$ cat src/rtl/core/pts_pkg.sv
// Shared types and constants of the periodic task scheduler table.
package pts_pkg;

  localparam int PTS_NUM_SLOTS = 16;

  localparam logic [1:0] CMD_TICK     = 2'd0;
  localparam logic [1:0] CMD_ADD      = 2'd1;
  localparam logic [1:0] CMD_DELETE   = 2'd2;
  localparam logic [1:0] CMD_DISPATCH = 2'd3;

  localparam logic [1:0] ST_OK    = 2'd0;
  localparam logic [1:0] ST_FULL  = 2'd1;
  localparam logic [1:0] ST_EMPTY = 2'd2;

  localparam logic [7:0] PEND_MAX = 8'hFF;

  typedef struct packed {
    logic [1:0]  cmd;
    logic [7:0]  task_code;
    logic [31:0] first_delay;
    logic [31:0] repeat_period;
    logic [3:0]  slot_select;
  } pts_in_t;

  typedef struct packed {
    logic       run_now;
    logic [1:0] status;
    logic [4:0] slot_index;
    logic [7:0] code_out;
    logic       last;
  } pts_out_t;

  typedef struct packed {
    logic [7:0]  code;
    logic [31:0] delay;
    logic [31:0] period;
    logic [7:0]  pending;
  } pts_entry_t;

  typedef struct packed {
    logic        we;
    logic [31:0] delay;
    logic [7:0]  pending;
    logic        run;
    logic        drop;
  } pts_upd_t;

endpackage

$ cat src/rtl/core/pts_slot_mem.sv
// Slot storage: one write port and one registered read port.
module pts_slot_mem #(
  parameter int NUM_SLOTS = pts_pkg::PTS_NUM_SLOTS,
  parameter int IW        = 4
) (
  input  logic               clk,
  input  logic               we,
  input  logic [IW-1:0]      waddr,
  input  pts_pkg::pts_entry_t wdata,
  input  logic [IW-1:0]      raddr,
  output pts_pkg::pts_entry_t rdata
);
  import pts_pkg::*;

  pts_entry_t mem [NUM_SLOTS];

  always_ff @(posedge clk) begin
    if (we) begin
      mem[waddr] <= wdata;
    end
    rdata <= mem[raddr];
  end

endmodule

$ cat src/rtl/core/pts_slot_alu.sv
// Shared slot update unit: delay countdown, run counting and run removal.
module pts_slot_alu (
  input  logic [1:0]          op,
  input  logic                vld,
  input  pts_pkg::pts_entry_t ent,
  output pts_pkg::pts_upd_t   upd
);
  import pts_pkg::*;

  logic [7:0] pend;

  always_comb begin
    pend = vld ? ent.pending : 8'd0;
    upd  = '0;
    upd.delay   = ent.delay;
    upd.pending = ent.pending;
    case (op)
      CMD_TICK: begin
        upd.we = vld;
        if (ent.delay != 32'd0) begin
          upd.delay = ent.delay - 32'd1;
        end else begin
          upd.delay   = ent.period;
          upd.pending = (ent.pending == PEND_MAX) ? PEND_MAX : ent.pending + 8'd1;
        end
      end
      CMD_DISPATCH: begin
        upd.run     = (pend != 8'd0);
        upd.we      = upd.run;
        upd.pending = pend - 8'd1;
        upd.drop    = upd.run && (ent.period == 32'd0);
      end
      default: begin
        upd.we = 1'b0;
      end
    endcase
  end

endmodule

$ cat src/rtl/core/periodic_task_scheduler_table_core.sv
// Top level: command sequencer that walks the slot table one slot per cycle.
// Tick and dispatch walk every slot; a dispatch strobes a run result, in slot order, for each slot with a pending run.
// Add: walks to the first free slot and stops there; a full table is walked to its end.
// Delete: finishes in the accept cycle; its result strobes the next cycle, busy stays low.
// The final result of a walk strobes in the cycle busy drops; the slot walk sets the rate.
// Synchronous reset empties the table at once; results cannot be stalled by the receiver.
module periodic_task_scheduler_table_core #(
  parameter int NUM_SLOTS = pts_pkg::PTS_NUM_SLOTS
) (
  input  logic             clk,
  input  logic             rst,
  input  logic             start,
  output logic             busy,
  input  pts_pkg::pts_in_t item,
  output logic             strobe,
  output pts_pkg::pts_out_t result
);
  import pts_pkg::*;

  localparam int IW = (NUM_SLOTS > 1) ? $clog2(NUM_SLOTS) : 1;
  localparam int CW = $clog2(NUM_SLOTS + 1);

  typedef enum logic {IDLE, WALK} state_t;

  state_t          state;
  pts_in_t         req;
  logic [CW-1:0]   idx;
  logic [IW-1:0]   raddr;
  logic [IW-1:0]   rd_idx;
  logic            rd_vld;
  logic            v_q;
  logic            issue;
  logic [NUM_SLOTS-1:0] slot_valid;
  pts_entry_t      rd_ent;
  pts_entry_t      wdata;
  pts_upd_t        upd;
  logic            mem_we;
  logic            add_hit;
  logic            sel_ok;
  logic [IW-1:0]   sel;

  assign busy   = (state != IDLE);
  assign issue  = (idx < CW'(NUM_SLOTS));
  assign raddr  = idx[IW-1:0];
  assign sel    = IW'(item.slot_select);
  assign sel_ok = (32'(item.slot_select) < 32'(NUM_SLOTS));
  assign add_hit = (state == WALK) && rd_vld && (req.cmd == CMD_ADD) && !v_q;

  pts_slot_alu u_alu (
    .op  (req.cmd),
    .vld (v_q),
    .ent (rd_ent),
    .upd (upd)
  );

  always_comb begin
    mem_we = add_hit || ((state == WALK) && rd_vld && upd.we);
    if (req.cmd == CMD_ADD) begin
      wdata.code    = req.task_code;
      wdata.delay   = req.first_delay;
      wdata.period  = req.repeat_period;
      wdata.pending = 8'd0;
    end else begin
      wdata.code    = rd_ent.code;
      wdata.delay   = upd.delay;
      wdata.period  = rd_ent.period;
      wdata.pending = upd.pending;
    end
  end

  pts_slot_mem #(
    .NUM_SLOTS (NUM_SLOTS),
    .IW        (IW)
  ) u_mem (
    .clk   (clk),
    .we    (mem_we),
    .waddr (rd_idx),
    .wdata (wdata),
    .raddr (raddr),
    .rdata (rd_ent)
  );

  always_ff @(posedge clk) begin
    if (rst) begin
      state      <= IDLE;
      strobe     <= 1'b0;
      rd_vld     <= 1'b0;
      idx        <= '0;
      slot_valid <= '0;
    end else begin
      strobe <= 1'b0;
      case (state)
        IDLE: begin
          rd_vld <= 1'b0;
          if (start) begin
            req <= item;
            idx <= '0;
            if (item.cmd == CMD_DELETE) begin
              strobe            <= 1'b1;
              result            <= '0;
              result.last       <= 1'b1;
              result.slot_index <= 5'(item.slot_select);
              if (sel_ok && slot_valid[sel]) begin
                slot_valid[sel] <= 1'b0;
                result.status   <= ST_OK;
              end else begin
                result.status   <= ST_EMPTY;
              end
            end else begin
              state <= WALK;
            end
          end
        end
        WALK: begin
          rd_vld <= issue;
          rd_idx <= raddr;
          v_q    <= slot_valid[raddr];
          if (issue) begin
            idx <= idx + CW'(1);
          end
          if (add_hit) begin
            slot_valid[rd_idx] <= 1'b1;
            strobe             <= 1'b1;
            result             <= '0;
            result.last        <= 1'b1;
            result.slot_index  <= 5'(rd_idx);
            rd_vld             <= 1'b0;
            state              <= IDLE;
          end else if (rd_vld && (req.cmd == CMD_DISPATCH) && upd.run) begin
            strobe            <= 1'b1;
            result            <= '0;
            result.run_now    <= 1'b1;
            result.slot_index <= 5'(rd_idx);
            result.code_out   <= rd_ent.code;
            if (upd.drop) begin
              slot_valid[rd_idx] <= 1'b0;
            end
          end
          if (!issue && !rd_vld) begin
            strobe      <= 1'b1;
            result      <= '0;
            result.last <= 1'b1;
            if (req.cmd == CMD_ADD) begin
              result.status     <= ST_FULL;
              result.slot_index <= 5'(NUM_SLOTS);
            end
            state <= IDLE;
          end
        end
        default: begin
          state <= IDLE;
        end
      endcase
    end
  end

  a_run_not_last: assert property (@(posedge clk) disable iff (rst)
    strobe && result.run_now |-> !result.last)
    else $error("run result marked last");

  a_nonlast_is_run: assert property (@(posedge clk) disable iff (rst)
    strobe && !result.last |-> result.run_now)
    else $error("non-final result without run");

  a_busy_after_start: assert property (@(posedge clk) disable iff (rst)
    $rose(busy) |-> $past(start))
    else $error("walk began without a transfer");

  a_read_in_walk: assert property (@(posedge clk) disable iff (rst)
    rd_vld |-> state == WALK)
    else $error("slot read pending outside walk");

endmodule

$ cat config.mk
export PLATFORM = sky130hd
export DESIGN_NAME = periodic_task_scheduler_table_core
export DESIGN_NICKNAME = d
export VERILOG_FILES = /design/src/rtl/core/pts_pkg.sv /design/src/rtl/core/pts_slot_mem.sv /design/src/rtl/core/pts_slot_alu.sv /design/src/rtl/core/periodic_task_scheduler_table_core.sv
export SDC_FILE = /design/constraint.sdc
export NUM_CORES = 2
export LEC_CHECK = 0
export BUFFER_PORTS_ARGS = -buffer_cell sky130_fd_sc_hd__buf_4
export CAP_MARGIN = 10
export CORE_MARGIN = 1
export CORE_UTILIZATION = 56
export CTS_CLUSTER_DIAMETER = 200
export DETAILED_ROUTE_END_ITERATION = 8
export PLACE_DENSITY = 0.75
export SETUP_SLACK_MARGIN = 0.05
export SKIP_LAST_GASP = 1
export SLEW_MARGIN = 20
export SYNTH_ARGS = -nofsm -noshare
export SYNTH_HDL_FRONTEND = slang
export SYNTH_SLANG_ARGS = --single-unit
$ cat constraint.sdc
create_clock -name clk -period 5.3 [get_ports clk]
set_input_delay 0.265 -clock clk [delete_from_list [all_inputs] [get_ports clk]]
set_output_delay 0.265 -clock clk [all_outputs]
set_load 0.05 [all_outputs]
==> flow_metrics.env <==
export IMPL_status="finished clean"
export IMPL_relSlewSlack_pct=22.39
export IMPL_cts_sinks=1479
export IMPL_finalMaxSlewViolations=0
export IMPL_path_class="reg -> reg"
export IMPL_max_cap_violations=0
export IMPL_dp_hpwl_um=71890
export IMPL_min_period_over_period_pct=74.26
export IMPL_grt_max_degree=100
export IMPL_placeableCoreArea_um2=100300
export IMPL_grt_pass1_vias=29309
export IMPL_clk_path_buf_depth=3
export IMPL_min_path_cells=2
export IMPL_cp_max_fo=25
export IMPL_ir_worst_vdd_uv=279.4
export IMPL_synth_fp_nets=2719
export IMPL_vias=28745
export IMPL_yosysWarningCount=0
export IMPL_nFillCells=6167
export IMPL_ys_async_sr_fraction_pct=0
export IMPL_power_density_nw_per_um2=373.8
export IMPL_cts_tree="built"
export IMPL_synth_area_um2=56760
export IMPL_yosysSeqAreaShare_pct=76.41
export IMPL_wl_met1_um=51190
export IMPL_total_power_mw=24.51
export IMPL_r2r_slack_ps=1360
export IMPL_power_share_clock_pct=41.6
export IMPL_netSwitchingPower_mw=5.185
export IMPL_crit_path_end_kind="flip-flop"
export IMPL_start_util_pct=56.60
export IMPL_port_buffers=99
export IMPL_hold_viol=0
export IMPL_synth_flop_cell="edfxtp_1"
export IMPL_grt_overflow_total=0
export IMPL_p_int_mw=19.33
export IMPL_ys_types=60
export IMPL_critPathRequiredTime_ps=5690
export IMPL_grt_first_pass_wirelength_um=196500
export IMPL_cts_buffers=145
export IMPL_grt_usage_pct=26.76
export IMPL_die_w_um=320.4
export IMPL_rr_worst_depth=5
export IMPL_routedWlPerCell_um=30.82
export IMPL_hold_path_endpoint="req[8]"
export IMPL_reg2reg_to="u_mem.mem[7][59]"
export IMPL_swShare_pct=21.15
export IMPL_synth_enable_flop_cells=1375
export IMPL_cts_repair_resized=0
export IMPL_gp_congestion=0.8449
export IMPL_p_leak_nw=20.20
export IMPL_die_area_um2=102600
export IMPL_power_frac_seq_pct=53.3
export IMPL_dr_wl_met2_um=67860
export IMPL_drive_gt1_share_pct=29.59
export IMPL_setup_violations=0
export IMPL_rsz0062_at_grt="no"
export IMPL_io_pins=100
export IMPL_top_layer_used="met4"
export IMPL_worst_r2r_startpoint="u_mem.rdata[65]"
export IMPL_antenna_found_initial=3
export IMPL_finalClockSkew_ps=37.21
export IMPL_netlist_instances=2630
export IMPL_drt_antenna_violating_nets=0
export IMPL_remaining_drc_errors=0
export IMPL_synth_seq_cells=1479
export IMPL_hp_start="item[8]"
export IMPL_final_nets=2988
export IMPL_syn_to_final_growth_pct=15.52
export IMPL_viasPerCell=6.567
export IMPL_hold_path_class="in -> reg"
export IMPL_power_frac_comb_pct=5.1
export IMPL_wl_met3_um=12290
export IMPL_syn_area_per_cell_um2=21.58
export IMPL_period_minus_slack_ps=3936
export IMPL_insertion_delay_ps=770
export IMPL_die_y_um=320.4
export IMPL_place_ws_ps=1383
export IMPL_rows=116
export IMPL_start_kind="flip-flop"
export IMPL_wl_um=134900
export IMPL_drt_initial_drc_count=3800
export IMPL_dr_pass1_iters=8
export IMPL_htreeDepth=4
export IMPL_fmax_mhz=254.1
export IMPL_cts_root_buf="clkbuf_16"
export IMPL_max_slew_worst_pin_slew_ps=1160
export IMPL_fin_ws_ps=1364
export IMPL_arrival_ps=4330
export IMPL_path_clk_slew_ps=60
sequential cells by signal, indices dropped and copies added (netlist names), named ones only:
signal,flops
u_mem.mem,1280
u_mem.rdata,80
req,74
result,16
idx,5
rd_idx,4
busy,1
rd_vld,1
strobe,1
v_q,1
Yosys cell counts, drive strengths merged (16+ instances only):
cell	number	area, µm²
edfxtp	1375	41290
mux4	408	9189
dfxtp	104	2082
clkbuf	102	384.1
nand2	79	296.5
nor2	72	270.3
a21oi	59	295.3
buf	48	187.7
o21ai	42	210.2
mux2	41	461.7
inv	24	90.09
a311oi	22	192.7
nand3	22	110.1
nor3	22	110.1
nor4	22	137.6
a31oi	21	131.4
and3	16	100.1
xnor2	16	140.1
final cells by class:
cell class	count	area, µm²	share of cell area, %
Timing Repair Buffer	272	2650	4.041
Clock inverter	67	749.5	1.143
Clock buffer	199	4024	6.137
Tap cell	1357	1698	2.589
Multi-Input combinational cell	977	12970	19.78
Sequential cell	1479	43390	66.17
Inverter	24	90.09	0.1374
Antenna cell	2	5.005	0.007633
per-stage QoR:
stage	hold slack [ps]	util, %	TNS (ps)	cell area (µm²)	cells
finish	213.0	65.38	0	65570	4377
global route	197.2	65.38	0	65570	4375
CTS	181.6	65.30	0	65490	4372
detailed placement	444.4	59.74	0	59920	4026
global placement	443.7	59.71	0	59880	4025
floorplan	363.9	-	-220840	56760	2630
worst max path at each step:
| stage | end | cells after the start | from |
|---|---|---|---|
| after floorplan | u_mem.mem[15][0] | 8 | v_q |
| after CTS | u_mem.mem[11][52] | 6 | u_mem.rdata[65] |
| after detailed placement | u_mem.mem[11][52] | 6 | u_mem.rdata[65] |
| after global routing | u_mem.mem[15][59] | 5 | u_mem.rdata[65] |
| after global placement | u_mem.mem[0][54] | 6 | u_mem.rdata[65] |
| final | u_mem.mem[7][59] | 5 | u_mem.rdata[65] |
metal layers:
metal / vias up / track usage [%]
met1: 15044 / 36.79
met3: 259 / 5.026
li1: 11644 / -
met5: - / 0
met2: 1798 / 43.83
met4: 0 / 8.623
critical path: stages (launching register included):
cell,delay (ps)
dfxtp_1,340
or4_4,550
or4_1,540
or4_1,1020
mux2i_1,240
a21oi_1,880
power by group through the flow:
stage	clock network [mW]	registers, mW	logic (mW)
2_1_floorplan	0	13.3	0.814
3_3_place_gp	0	13.3	1.11
3_5_place_dp	0	13.3	1.18
4_1_cts	10.3	13.1	1.23
5_1_grt	10.7	13.1	1.33
6_report	10.2	13.1	1.24
timing repair:
item | CTS | global route
hold endpoints to repair | 101 | 0
hold buffers | 80 | 0
buffers inserted | 0 | 0
cells by family (layout without fill, tap and decap cells):
kind of cell | Yosys count | count (layout) | synth area share (%)
other | 0 | 2 | 0
multiplexers | 454 | 454 | 17.09
buffers and inverters | 174 | 562 | 1.166
XOR/XNOR | 22 | 22 | 0.3395
adder cells (fa/ha/maj) | 8 | 8 | 0.1764
AO/OA/AOI/OAI | 201 | 201 | 2.288
flip-flops | 1479 | 1479 | 76.41
AND/OR/NAND/NOR | 292 | 292 | 2.528
cells in the final DEF, fill, tap and decap left out, drive strengths merged, types with 28 or more instances in the layout:
cell type,count
mux4,408
edfxtp,1375
buf,191
clkbuf,200
nand2,79
clkinv,48
inv,28
a21oi,59
o21ai,42
dfxtp,104
dlygate4sd3,80
mux2,41
nor2,72
Power figures use the tool's default switching activity.
